## src/sv/axrb_pkg.sv

```systemverilog
`timescale 1ns / 1ps
// ----------------------------------------------------------------------------
// axrb_pkg: shared types and constants
// Phase encoding, error codes and the per-tick result record of the AXI read
// burst slave.
// ----------------------------------------------------------------------------
package axrb_pkg;

    // Fixed widths of the stream fields
    localparam int AddrFieldW = 32;
    localparam int DataFieldW = 32;
    localparam int LenW       = 8;
    localparam int SizeW      = 3;
    localparam int BurstW     = 2;
    localparam int ErrW       = 2;

    // Widest beat is 2^7 bytes; alignment check looks at this many low bits
    localparam int AlignW     = 7;

    localparam logic [BurstW-1:0] BURST_INCR = 2'd1;

    typedef enum logic [ErrW-1:0] {
        ERR_NONE      = 2'd0,
        ERR_UNALIGNED = 2'd1,
        ERR_NOT_INCR  = 2'd2,
        ERR_NARROW    = 2'd3
    } t_err;

    typedef enum logic {
        PH_ADDR = 1'b0,
        PH_DATA = 1'b1
    } t_phase;

    // One tick of sampled bus inputs
    typedef struct packed {
        logic                  ar_valid;
        logic [AddrFieldW-1:0] ar_addr;
        logic [LenW-1:0]       ar_len;
        logic [SizeW-1:0]      ar_size;
        logic [BurstW-1:0]     ar_burst;
        logic                  r_ready;
        logic [DataFieldW-1:0] mem_read_data;
    } t_tick_in;

    // One tick of block outputs
    typedef struct packed {
        logic                  ar_ready;
        logic                  r_valid;
        logic                  r_last;
        logic [DataFieldW-1:0] r_data;
        logic                  mem_read_en;
        logic [AddrFieldW-1:0] mem_read_addr;
        t_err                  error_code;
    } t_tick_out;

endpackage

```

## src/sv/axrb_addr_chk.sv

```systemverilog
`timescale 1ns / 1ps
// ----------------------------------------------------------------------------
// axrb_addr_chk: read address checker
// Checks alignment, burst type and beat size of a read address; the first
// failing check sets the error code.
// ----------------------------------------------------------------------------
module axrb_addr_chk
    import axrb_pkg::*;
#(
    parameter int DATA_WIDTH = 32
) (
    input  logic [AddrFieldW-1:0] i_ar_addr,
    input  logic [SizeW-1:0]      i_ar_size,
    input  logic [BurstW-1:0]     i_ar_burst,
    output t_err                  o_err
);

    localparam int BytesPerBeat = DATA_WIDTH / 8;

    logic [AlignW:0]   w_nbytes;
    logic [AlignW-1:0] w_mask;
    logic              w_unaligned;

    assign w_nbytes    = (AlignW + 1)'(1) << i_ar_size;
    assign w_mask      = AlignW'(w_nbytes - (AlignW + 1)'(1));
    assign w_unaligned = (i_ar_addr[AlignW-1:0] & w_mask) != '0;

    always_comb begin
        priority if (w_unaligned) begin
            o_err = ERR_UNALIGNED;
        end else if (i_ar_burst != BURST_INCR) begin
            o_err = ERR_NOT_INCR;
        end else if (w_nbytes != (AlignW + 1)'(BytesPerBeat)) begin
            o_err = ERR_NARROW;
        end else begin
            o_err = ERR_NONE;
        end
    end

endmodule

```

## src/sv/axrb_beat_ctrl.sv

```systemverilog
`timescale 1ns / 1ps
// ----------------------------------------------------------------------------
// axrb_beat_ctrl: address/data phase control
// Holds the phase, beat counter, beat address and registered read channel
// signals; advances one bus tick per step.
// ----------------------------------------------------------------------------
module axrb_beat_ctrl
    import axrb_pkg::*;
#(
    parameter int DATA_WIDTH = 32,
    parameter int ADDR_WIDTH = 32
) (
    input  logic      i_clk,
    input  logic      i_rst_n,
    input  logic      i_step,
    input  t_tick_in  i_tick,
    output t_tick_out o_tick
);

    localparam int BytesPerBeat = DATA_WIDTH / 8;
    // Bits above the 32-bit fields never reach an output
    localparam int AddrKeep = (ADDR_WIDTH < AddrFieldW) ? ADDR_WIDTH : AddrFieldW;
    localparam int DataKeep = (DATA_WIDTH < DataFieldW) ? DATA_WIDTH : DataFieldW;

    t_phase              r_phase, n_phase;
    logic [LenW-1:0]     r_beats, n_beats;
    logic [AddrKeep-1:0] r_addr, n_addr;
    logic                r_ar_ready, n_ar_ready;
    logic                r_r_valid, n_r_valid;
    logic                r_r_last, n_r_last;
    logic [DataKeep-1:0] r_r_data, n_r_data;

    t_err                w_chk_err;
    logic                w_addr_hs;
    logic                w_addr_take;
    logic                w_data_hs;
    logic                w_last_beat;
    logic                w_next_beat;
    logic                w_rd_en;
    logic [AddrKeep-1:0] w_rd_addr;

    axrb_addr_chk #(
        .DATA_WIDTH (DATA_WIDTH)
    ) u_chk (
        .i_ar_addr  (i_tick.ar_addr),
        .i_ar_size  (i_tick.ar_size),
        .i_ar_burst (i_tick.ar_burst),
        .o_err      (w_chk_err)
    );

    assign w_addr_hs   = (r_phase == PH_ADDR) && r_ar_ready && i_tick.ar_valid;
    assign w_addr_take = w_addr_hs && (w_chk_err == ERR_NONE);
    assign w_data_hs   = (r_phase == PH_DATA) && r_r_valid && i_tick.r_ready;
    assign w_last_beat = w_data_hs && (r_beats == '0);
    assign w_next_beat = w_data_hs && (r_beats != '0);

    // Next phase
    always_comb begin
        n_phase = r_phase;
        unique case (r_phase)
            PH_ADDR: begin
                if (w_addr_take) n_phase = PH_DATA;
            end
            PH_DATA: begin
                if (w_last_beat) n_phase = PH_ADDR;
            end
            default: n_phase = PH_ADDR;
        endcase
    end

    // Datapath and registered channel signals
    always_comb begin
        n_beats    = r_beats;
        n_addr     = r_addr;
        n_ar_ready = r_ar_ready;
        n_r_valid  = r_r_valid;
        n_r_last   = r_r_last;
        w_rd_en    = 1'b0;
        w_rd_addr  = '0;
        unique case (r_phase)
            PH_ADDR: begin
                n_ar_ready = 1'b1;
                if (w_addr_take) begin
                    n_ar_ready = 1'b0;
                    n_beats    = i_tick.ar_len;
                    n_addr     = i_tick.ar_addr[AddrKeep-1:0];
                    n_r_last   = (i_tick.ar_len == '0);
                    w_rd_en    = 1'b1;
                    w_rd_addr  = i_tick.ar_addr[AddrKeep-1:0];
                end
            end
            PH_DATA: begin
                n_r_valid = 1'b1;
                if (w_last_beat) begin
                    n_r_valid = 1'b0;
                    n_r_last  = 1'b0;
                end else if (w_next_beat) begin
                    n_beats   = r_beats - LenW'(1);
                    n_addr    = r_addr + AddrKeep'(BytesPerBeat);
                    n_r_last  = (r_beats == LenW'(1));
                    w_rd_en   = 1'b1;
                    w_rd_addr = r_addr + AddrKeep'(BytesPerBeat);
                end
            end
            default: ;
        endcase
        n_r_data = w_rd_en ? i_tick.mem_read_data[DataKeep-1:0] : r_r_data;
    end

    always_ff @(posedge i_clk) begin
        if (!i_rst_n) begin
            r_phase    <= PH_ADDR;
            r_beats    <= '0;
            r_addr     <= '0;
            r_ar_ready <= 1'b0;
            r_r_valid  <= 1'b0;
            r_r_last   <= 1'b0;
            r_r_data   <= '0;
        end else if (i_step) begin
            r_phase    <= n_phase;
            r_beats    <= n_beats;
            r_addr     <= n_addr;
            r_ar_ready <= n_ar_ready;
            r_r_valid  <= n_r_valid;
            r_r_last   <= n_r_last;
            r_r_data   <= n_r_data;
        end
    end

    // Result of this tick: post-edge register values plus the memory request
    always_comb begin
        o_tick.ar_ready      = n_ar_ready;
        o_tick.r_valid       = n_r_valid;
        o_tick.r_last        = n_r_last;
        o_tick.r_data        = DataFieldW'(n_r_data);
        o_tick.mem_read_en   = w_rd_en;
        o_tick.mem_read_addr = AddrFieldW'(w_rd_addr);
        o_tick.error_code    = w_addr_hs ? w_chk_err : ERR_NONE;
    end

endmodule

```

## src/sv/axi_slave_read_burst.sv

```systemverilog
`timescale 1ns / 1ps
// ----------------------------------------------------------------------------
// axi_slave_read_burst: AXI4 read slave, INCR bursts
// Each stream transaction is one bus tick; the block returns that tick's
// registered read-channel outputs, memory request and error code.
// ----------------------------------------------------------------------------
// Channel  Dir  Signals                          Per transaction
// s_axis   in   tvalid/tready/tdata[79:0]        one sampled bus tick
// m_axis   out  tvalid/tready/tdata[71:0]/tlast  one tick of outputs
//
// One transaction per cycle unless the output stalls; the result appears in
// the output register in the cycle after acceptance. The path is the address
// checker and beat address adder between input stream and output register.
// Reset (i_rst_n low, synchronous) returns to the address phase with the
// output stream empty. A stalled output holds its result; input is taken
// again as soon as that result is taken.
// ----------------------------------------------------------------------------
module axi_slave_read_burst
    import axrb_pkg::*;
#(
    parameter int DATA_WIDTH = 32,
    parameter int ADDR_WIDTH = 32
) (
    input  logic        i_clk,
    input  logic        i_rst_n,
    input  logic        s_axis_tvalid,
    output logic        s_axis_tready,
    // [0] ar_valid, [32:1] ar_addr, [40:33] ar_len, [43:41] ar_size,
    // [45:44] ar_burst, [46] r_ready, [78:47] mem_read_data, [79] zero
    input  logic [79:0] s_axis_tdata,
    output logic        m_axis_tvalid,
    input  logic        m_axis_tready,
    // [0] ar_ready, [1] r_valid, [33:2] r_data, [34] mem_read_en,
    // [66:35] mem_read_addr, [68:67] error_code, [71:69] zero
    output logic [71:0] m_axis_tdata,
    output logic        m_axis_tlast
);

    t_tick_in  w_tick_in;
    t_tick_out w_tick_out;
    logic      w_step;

    logic      r_out_valid;
    t_tick_out r_out;

    assign w_tick_in.ar_valid      = s_axis_tdata[0];
    assign w_tick_in.ar_addr       = s_axis_tdata[32:1];
    assign w_tick_in.ar_len        = s_axis_tdata[40:33];
    assign w_tick_in.ar_size       = s_axis_tdata[43:41];
    assign w_tick_in.ar_burst      = s_axis_tdata[45:44];
    assign w_tick_in.r_ready       = s_axis_tdata[46];
    assign w_tick_in.mem_read_data = s_axis_tdata[78:47];

    assign s_axis_tready = !r_out_valid || m_axis_tready;
    assign w_step        = s_axis_tvalid && s_axis_tready;

    axrb_beat_ctrl #(
        .DATA_WIDTH (DATA_WIDTH),
        .ADDR_WIDTH (ADDR_WIDTH)
    ) u_ctrl (
        .i_clk   (i_clk),
        .i_rst_n (i_rst_n),
        .i_step  (w_step),
        .i_tick  (w_tick_in),
        .o_tick  (w_tick_out)
    );

    always_ff @(posedge i_clk) begin
        if (!i_rst_n) begin
            r_out_valid <= 1'b0;
        end else if (w_step) begin
            r_out_valid <= 1'b1;
        end else if (m_axis_tready) begin
            r_out_valid <= 1'b0;
        end
    end

    always_ff @(posedge i_clk) begin
        if (w_step) begin
            r_out <= w_tick_out;
        end
    end

    assign m_axis_tvalid = r_out_valid;
    assign m_axis_tlast  = r_out.r_last;
    assign m_axis_tdata  = {3'b000, r_out.error_code, r_out.mem_read_addr,
                            r_out.mem_read_en, r_out.r_data, r_out.r_valid,
                            r_out.ar_ready};

    // Address ready and read data valid are never raised together
    a_ready_valid_excl: assert property (@(posedge i_clk) disable iff (!i_rst_n)
        r_out_valid |-> !(r_out.ar_ready && r_out.r_valid))
        else $error("ar_ready and r_valid both high");

    // A rejected address never reads memory
    a_err_no_read: assert property (@(posedge i_clk) disable iff (!i_rst_n)
        (r_out_valid && r_out.error_code != ERR_NONE) |-> !r_out.mem_read_en)
        else $error("memory read on rejected address");

    // Memory reads happen only while the address channel is closed
    a_read_not_ready: assert property (@(posedge i_clk) disable iff (!i_rst_n)
        (r_out_valid && r_out.mem_read_en) |-> !r_out.ar_ready)
        else $error("memory read with ar_ready high");

endmodule

```

## config.mk

```make
export PLATFORM = sky130hd
export DESIGN_NAME = axi_slave_read_burst
export DESIGN_NICKNAME = d
export VERILOG_FILES = /design/src/sv/axrb_pkg.sv /design/src/sv/axrb_addr_chk.sv /design/src/sv/axrb_beat_ctrl.sv /design/src/sv/axi_slave_read_burst.sv
export SDC_FILE = /design/constraint.sdc
export NUM_CORES = 1
export LEC_CHECK = 0
export ABC_AREA = 1
export BUFFER_PORTS_ARGS = -buffer_cell sky130_fd_sc_hd__buf_2
export CAP_MARGIN = 25
export CORE_AREA = 3 3 180 182
export CTS_BUF_LIST = sky130_fd_sc_hd__clkbuf_8
export DETAILED_ROUTE_END_ITERATION = 7
export DIE_AREA = 0 0 183 185
export PLACE_DENSITY = 0.49
export SLEW_MARGIN = 20
export SYNTH_ARGS = -nofsm -noshare
export SYNTH_HDL_FRONTEND = slang
export SYNTH_SLANG_ARGS = --single-unit
```

## constraint.sdc

```tcl
create_clock -name i_clk -period 10.7 [get_ports i_clk]
set_input_delay 2.675 -clock i_clk [delete_from_list [all_inputs] [get_ports i_clk]]
set_output_delay 2.675 -clock i_clk [all_outputs]
set_load 0.02 [all_outputs]
```

==> results of run 1 <==
flip-flops by register name (all words and copies together) (netlist names):
signal,count
m_axis_tdata,69
m_axis_tlast,1
m_axis_tvalid,1
u_ctrl.r_addr,32
u_ctrl.r_ar_ready,1
u_ctrl.r_beats,8
u_ctrl.r_phase,1
u_ctrl.r_r_data,32
u_ctrl.r_r_last,1
u_ctrl.r_r_valid,1
cell usage in the layout (no fill, tap or decap), types with 13 or more instances in the layout:
cell type	count
dfxtp_1	77
clkbuf_8	17
nand4_1	30
o22ai_1	26
edfxtp_1	70
nand3_1	100
inv_1	116
buf_2	154
nand2_1	304
nor3_1	13
a21oi_1	20
o21ai_0	31
nor2_1	184
cells in the mapped netlist:
cell type / n / area, sq um
nand2_1: 304 / 1140
nor2_1: 184 / 691
inv_1: 115 / 432
nand3_1: 100 / 500
dfxtp_1: 77 / 1540
edfxtp_1: 70 / 2100
o21ai_0: 31 / 155
nand4_1: 30 / 188
o22ai_1: 26 / 163
a21oi_1: 20 / 100
clkbuf_1: 20 / 75.1
buf_2: 17 / 85.1
nor3_1: 13 / 65.1
buf_1: 12 / 45.0
xor2_1: 12 / 105
ha_1: 6 / 75.1
inv_2: 6 / 22.5
buf_4: 4 / 30.0
nor2_2: 4 / 25.0
nand2_2: 3 / 18.8
buf_6: 2 / 22.5
nand3_2: 2 / 20.0
nor4_1: 2 / 12.5
a21oi_2: 1 / 8.76
a31oi_1: 1 / 6.26
conb_1: 1 / 3.75
nand2_4: 1 / 11.3
nor3b_1: 1 / 7.51
o211ai_1: 1 / 7.51
o21ai_1: 1 / 5.00
o21bai_1: 1 / 7.51
xnor2_1: 1 / 8.76
path summary, 6_finish.rpt:
path | start | endpoint | slack, ns | cells after the start
min reg2reg | u_ctrl.r_addr[0]$_SDFFE_PN0P_ | u_ctrl.r_addr[0]$_SDFFE_PN0P_ | 0.45 | 2
max | s_axis_tdata[42] | m_axis_tdata[22]$_DFFE_PP_ | 4.70 | 12
max reg2reg | u_ctrl.r_phase$_SDFFE_PN0P_ | m_axis_tdata[22]$_DFFE_PP_ | 6.67 | 8
min | u_ctrl.r_addr[0]$_SDFFE_PN0P_ | u_ctrl.r_addr[0]$_SDFFE_PN0P_ | 0.45 | 2
report_power, final:
group	internal, W	leakage, nW	switching [W]
Clock	0.000229	0.200	0.000232
Combinational	0.0000425	2.88	0.0000831
Sequential	0.000616	1.34	0.00000912
cells by family (layout without fill, tap and decap cells):
| group | after synthesis | after routing | synth area share |
|---|---|---|---|
| other | 1 | 3 | 0.000488 |
| XOR/XNOR | 13 | 13 | 0.0148 |
| AO/OA/AOI/OAI | 82 | 82 | 0.0590 |
| AND/OR/NAND/NOR | 644 | 644 | 0.349 |
| buffers and inverters | 176 | 312 | 0.0927 |
| flip-flops | 147 | 147 | 0.474 |
| adder cells (fa/ha/maj) | 6 | 6 | 0.00977 |
per-stage QoR:
stage / util / instance area [sq um] / hold WS [ns]
after floorplan: - / 7690 / 0.425
after global placement: 0.284 / 8740 / 0.436
after detailed placement: 0.284 / 8740 / 0.440
after CTS: 0.297 / 9140 / 0.455
after global routing: 0.297 / 9140 / 0.476
final: 0.297 / 9140 / 0.451
critical path: cells and delay by family:
kind | cells | cell delay [ns]
buffers and inverters | 1 | 0.15
AND/OR/NAND/NOR | 9 | 2.89
adder cells (fa/ha/maj) | 1 | 0.29
AO/OA/AOI/OAI | 1 | 0.15
cell type report:
cell class / instances / share of cell area
flip-flops and latches: 147 / 0.399
multi-input cells: 748 / 0.365
repair buffers: 159 / 0.0884
well taps: 396 / 0.0542
inverters: 121 / 0.0502
clock buffers: 17 / 0.0256
clock inverters: 15 / 0.0185
metal layers:
layer | GRT usage | share of wire | up-vias
met5 | 0 | 0.00075 | -
met4 | 0.0402 | 0.012 | 2
met3 | 0.0295 | 0.049 | 22
met2 | 0.224 | 0.46 | 156
met1 | 0.180 | 0.48 | 3280
li1 | - | - | 3675
==> results.md, run 1 <==
- Status: completed
- Lkg Pwr: ~4.4 nW
- # rows: 64
- Syn Std Cell Area: 0.00768 sq mm
- Hold buffers post-CTS: 0
- DRT Wirelength: about 23,000 microns
- Clock transition at path regs: ~0.10 ns
- Total power: 0.00121 W
- Synth cell types: 32
- Max H-tree Level: 4
- Setup TNS: 0 ns
- Sequential cell area: about 0.0036 sq mm
- Core area: roughly 0.031 sq mm
- Data required time of the worst path: between 10 and 15 ns
- Gpl congestion: between 0.9 and 1
- Worst setup path class: input pin to flip-flop
- Clock latency on the worst-skew pair: about 0.46 ns
- Synth Instances: about 1,100
- Seq/Total Area, Yosys: 0.474
- Final Hold Fails: 0
- Dpl ws: 4.18 ns
- CP peak stage delay: 0.87 ns
- Initial antenna violation count: 1
- Vias per cell: about 4.5
- Full die area: 0.0339 sq mm
- Critical Path Fanout Max: 52
- Nets: ~1,300
- CP Launch Type: input pin
- Max-Cap Viols: 0
- WL per Instance: 14.2 microns
- Post-Syn Area per Cell: between 7 and 8 sq um
- Sink Count: ~150
- Final setup fails: 0
- Buffers on Ports: 154
- Hold Path Class: flip-flop to flip-flop
- Slowest CP cell: nand2_4
- Root buffer cell: clkbuf_8
- Fmax: roughly 170 MHz
- DR iter-0 viols: 460
- Fin cells: 1,603
- Critical Path Sink Type: flip-flop
- TritonCTS Buffers: 17
- Die W: between 150 and 200 microns
- Area grow syn2layout: 19.0%
- Slew margin rel.: 0.339
- Total grt overflow: 0
- Tcrit/Tclk final: 0.561
- Clock Skew: approximately 0.015 ns
- Post-route minimum period: between 6 and 7 ns
- Vias in the first global route: 6,884
- Final WS setup: between 4 and 5 ns
- Multi-input logic area: around 0.0033 sq mm
- Global-route wire length before repair: 36,600 microns
- Top-Level Pins: approximately 160
- Worst slew pin tran: roughly 1 ns
- RSZ-0062 raised after global routing: false
- Flops & latches, synth: ~150
- Maximum clock path buffer count: 2
- Share of cells above drive strength 1: 0.171
- Vias: slightly above 7,000
- Layout fillers: around 3,400
- First drt pass iteration count: 5
- Detail Route Antenna Nets: 0
- Max Slew Vio Count: 0
- Pin count of the biggest net entering global routing: 80
- Worst-path cell chain: buf_2 > nor2_2 > nand2_1 > ha_1 > nand3_1 > nand2_1 > a21oi_2 > nand3_2 > nand2_4 > nand2_2 > nand2_1 > nand2_1
- All-layer global routing usage: 0.136
- Yosys warnings: 0
- Post-CTS setup buffers: 0
- Placed cells: ~1,600
- Number of remaining DRC errors: 0
- Arr. time, crit path: between 6 and 7 ns
- ANT cells: 0
- CTS resizes: 0
- Cell repeated most along the worst path: nand2_1
- TritonCTS clock tree: built
- Max rail drop VDD: roughly 63 uV
- DP HPWL: 15,300 microns
- PD cells: around 130 mW/mm^2
- Die extent in y: 185 microns
- Initial Utilization: 0.250
(Power assumes the default switching activity.)
==> run 2: changes to the inputs <==
--- a/config.mk
+++ b/config.mk
@@ -12,7 +12,7 @@
 export CTS_BUF_LIST = sky130_fd_sc_hd__clkbuf_8
 export DETAILED_ROUTE_END_ITERATION = 7
 export DIE_AREA = 0 0 183 185
-export PLACE_DENSITY = 0.49
+export PLACE_DENSITY = 0.51
 export SLEW_MARGIN = 20
 export SYNTH_ARGS = -nofsm -noshare
 export SYNTH_HDL_FRONTEND = slang
==> constraint.sdc (replaced) <==
create_clock -name i_clk -period 5.3 [get_ports i_clk]
set_input_delay 1.325 -clock i_clk [delete_from_list [all_inputs] [get_ports i_clk]]
set_output_delay 1.325 -clock i_clk [all_outputs]
set_load 0.02 [all_outputs]
==> run 2 against run 1 <==
  * Die area unchanged
  * Worst hold slack worse by 0.0049 ns
  * Cell area up 0.67%
  * Clock skew up 0.0062 ns
  * Register-to-register slack worse by 4.9 ns
  * Sequential power up 100%
  * Non-clock buffer count up 2
  * Core utilization up 0.20 points
  * Total power up 110%
  * Global-route usage down 0.14 points
  * Sequential share of layout area down 0.27 points
  * Setup slack worse by 3.0 ns
  * Critical path type is now flip-flop to flip-flop
  * Largest power group unchanged
  * Highest routed layer unchanged
==> results.md, run 2 (synthesized netlist as in run 1, its figures left out) <==
- Status: completed
- Final setup fails: 0 (unchanged)
- Pin count of the biggest net entering global routing: 155 (+94%)
- Largest register FFs: 69 (unchanged)
- PD cells: 272 mW/mm^2 (+110%)
- Met3 usage: 0.0279 (-0.00157)
- Placed cells: 1,573 (+0.13%)
- Maximum clock path buffer count: 2 (unchanged)
- Post-CTS setup buffers: 0 (unchanged)
- Share of cells above drive strength 1: 0.174 (+0.00220)
- Vias per cell: 4.47 (+0.48%)
- Setup TNS: 0 ns (unchanged)
- Full die area: 0.0339 sq mm (unchanged)
- Vias: 7,178 (+0.60%)
- Global-route wire length before repair: 36,100 microns (-1.2%)
- Fin Hold WS: 0.446 ns (-0.00492 ns)
- R2R depth: 7 (-1)
- Total grt overflow: 0 (unchanged)
- Clock transition at path regs: 0.10 ns (about the same)
- All-layer global routing usage: 0.135 (-0.00139)
- Dpl ws: 1.39 ns (-2.79 ns)
- Vias in the first global route: 6,676 (-3.0%)
- WL per Instance: 14.3 microns (+0.96%)
- First drt pass iteration count: 5 (unchanged)
- Fin cells: 1,605 (+0.12%)
- Initial antenna violation count: 1 (unchanged)
- Worst setup path class: flip-flop to flip-flop
- Sink Count: 147 (unchanged)
- Max rail drop VDD: 152 uV (+140%)
- Initial Utilization: 0.250 (unchanged)
- DP HPWL: 15,300 microns (+0.14%)
- Detail Route Antenna Nets: 0 (unchanged)
- Nets: 1,286 (+0.16%)
- GR peak layer: met2
- Data required time of the worst path: 5.52 ns (-5.38 ns)
- Lkg Pwr: 4.45 nW (+0.73%)
- Commonest non-fill, non-tap cell in the layout: nand2_1
- Hold Path Class: flip-flop to flip-flop
- Hold buffers post-CTS: 0 (unchanged)
- Number of remaining DRC errors: 0 (unchanged)
- Core area: 0.0307 sq mm (unchanged)
- Max H-tree Level: 4 (unchanged)
- Area grow syn2layout: 19.8%
- Slew margin rel.: 0.335 (-0.00352)
- Worst slew pin tran: 0.996 ns (+0.00527 ns)
- DRT Wirelength: 23,000 microns (+1.1%)
- Critical Path Fanout Max: 33 (-37%)
- Die extent in y: 185 microns (unchanged)
- DR iter-0 viols: 575 (+25%)
- Hold Crit Depth: 2 (unchanged)
- Clock Skew: 0.0207 ns (+0.00621 ns)
- Met1 usage: 0.186 (+0.00544)
- CTS resizes: 0 (unchanged)
- Critical Path Sink Type: flip-flop
- Max Slew Vio Count: 0 (unchanged)
- Max-Cap Viols: 0 (unchanged)
- CP Launch Type: flip-flop
- Die W: 183 microns (unchanged)
- RSZ-0062 raised after global routing: false
- Final WS setup: 1.73 ns (-2.97 ns)
- Fmax: 280 MHz
- Tcrit/Tclk final: 0.674
- Post-route minimum period: roughly 3.6 ns
- Top-Level Pins: 159 (unchanged)
- Arr. time, crit path: 3.80 ns (-2.41 ns)
- Clock latency on the worst-skew pair: 0.47 ns (about the same)
- Final Hold Fails: 0 (unchanged)
- ANT cells: 0 (unchanged)
- TritonCTS clock tree: built
- Gpl congestion: 0.881 (-3.0%)
- # rows: 64 (unchanged)
- Commonest non-fill, non-tap cells in the layout: nand2_1 (304), nor2_1 (184), buf_2 (154)
- TritonCTS Buffers: 17 (unchanged)
- Root buffer cell: clkbuf_8
- Buffers on Ports: 154 (unchanged)
- Met2 usage: 0.216 (-0.00761)
run 2: cell types whose count changed in the layout (fill, tap and decap cells not counted):
| cell | change |
|---|---|
| clkinv_4 | -1 |
| buf_12 | +2 |
| inv_8 | +1 |
| inv_1 | -1 |
| clkinvlp_4 | -2 |
| inv_6 | +6 |
| clkinv_2 | -3 |
run 2: final timing paths:
check	from	endpoint	slack (ns)
min reg2reg	u_ctrl.r_addr[0]$_SDFFE_PN0P_	u_ctrl.r_addr[0]$_SDFFE_PN0P_	0.45
max reg2reg	u_ctrl.r_phase$_SDFFE_PN0P_	m_axis_tdata[29]$_DFFE_PP_	1.73
min	u_ctrl.r_addr[0]$_SDFFE_PN0P_	u_ctrl.r_addr[0]$_SDFFE_PN0P_	0.45
max	u_ctrl.r_phase$_SDFFE_PN0P_	m_axis_tdata[29]$_DFFE_PP_	1.73
run 2: metal layers:
metal | part of all wire | vias up
met5 | 0.00022 | -
met4 | 0.0097 | 2
met3 | 0.051 | 18
met2 | 0.46 | 156
met1 | 0.48 | 3315
li1 | - | 3687
run 2: final cells by class:
| class | instances | area, sq um |
|---|---|---|
| repair buffers | 161 | 848 |
| flip-flops and latches | 147 | 3640 |
| clock inverters | 15 | 190 |
| inverters | 121 | 459 |
| well taps | 396 | 495 |
| clock buffers | 17 | 234 |
| fillers | 3441 | 21500 |
| multi-input cells | 748 | 3330 |
run 2: stage by stage:
stage	power, W	util	cell area, sq um
final	0.00250	0.299	9200
after floorplan	0.00145	-	7690
after global placement	0.00155	0.286	8780
after CTS	0.00254	0.299	9200
after global routing	0.00262	0.299	9200
after detailed placement	0.00155	0.286	8780
run 2: where the power goes:
| group | switching (W) | internal, W |
|---|---|---|
| combinational | 0.000169 | 0.0000874 |
| clock | 0.000505 | 0.000478 |
| sequential | 0.0000186 | 0.00124 |
run 2: worst max-delay path, cell delays in order (launching register included):
cell and delay [ns]:
dfxtp_1 0.99, nand3_1 0.24, nor2_2 0.37, inv_2 0.36, nand2_2 0.48, nand2_2 0.55, nand2_1 0.24, nand2_1 0.09
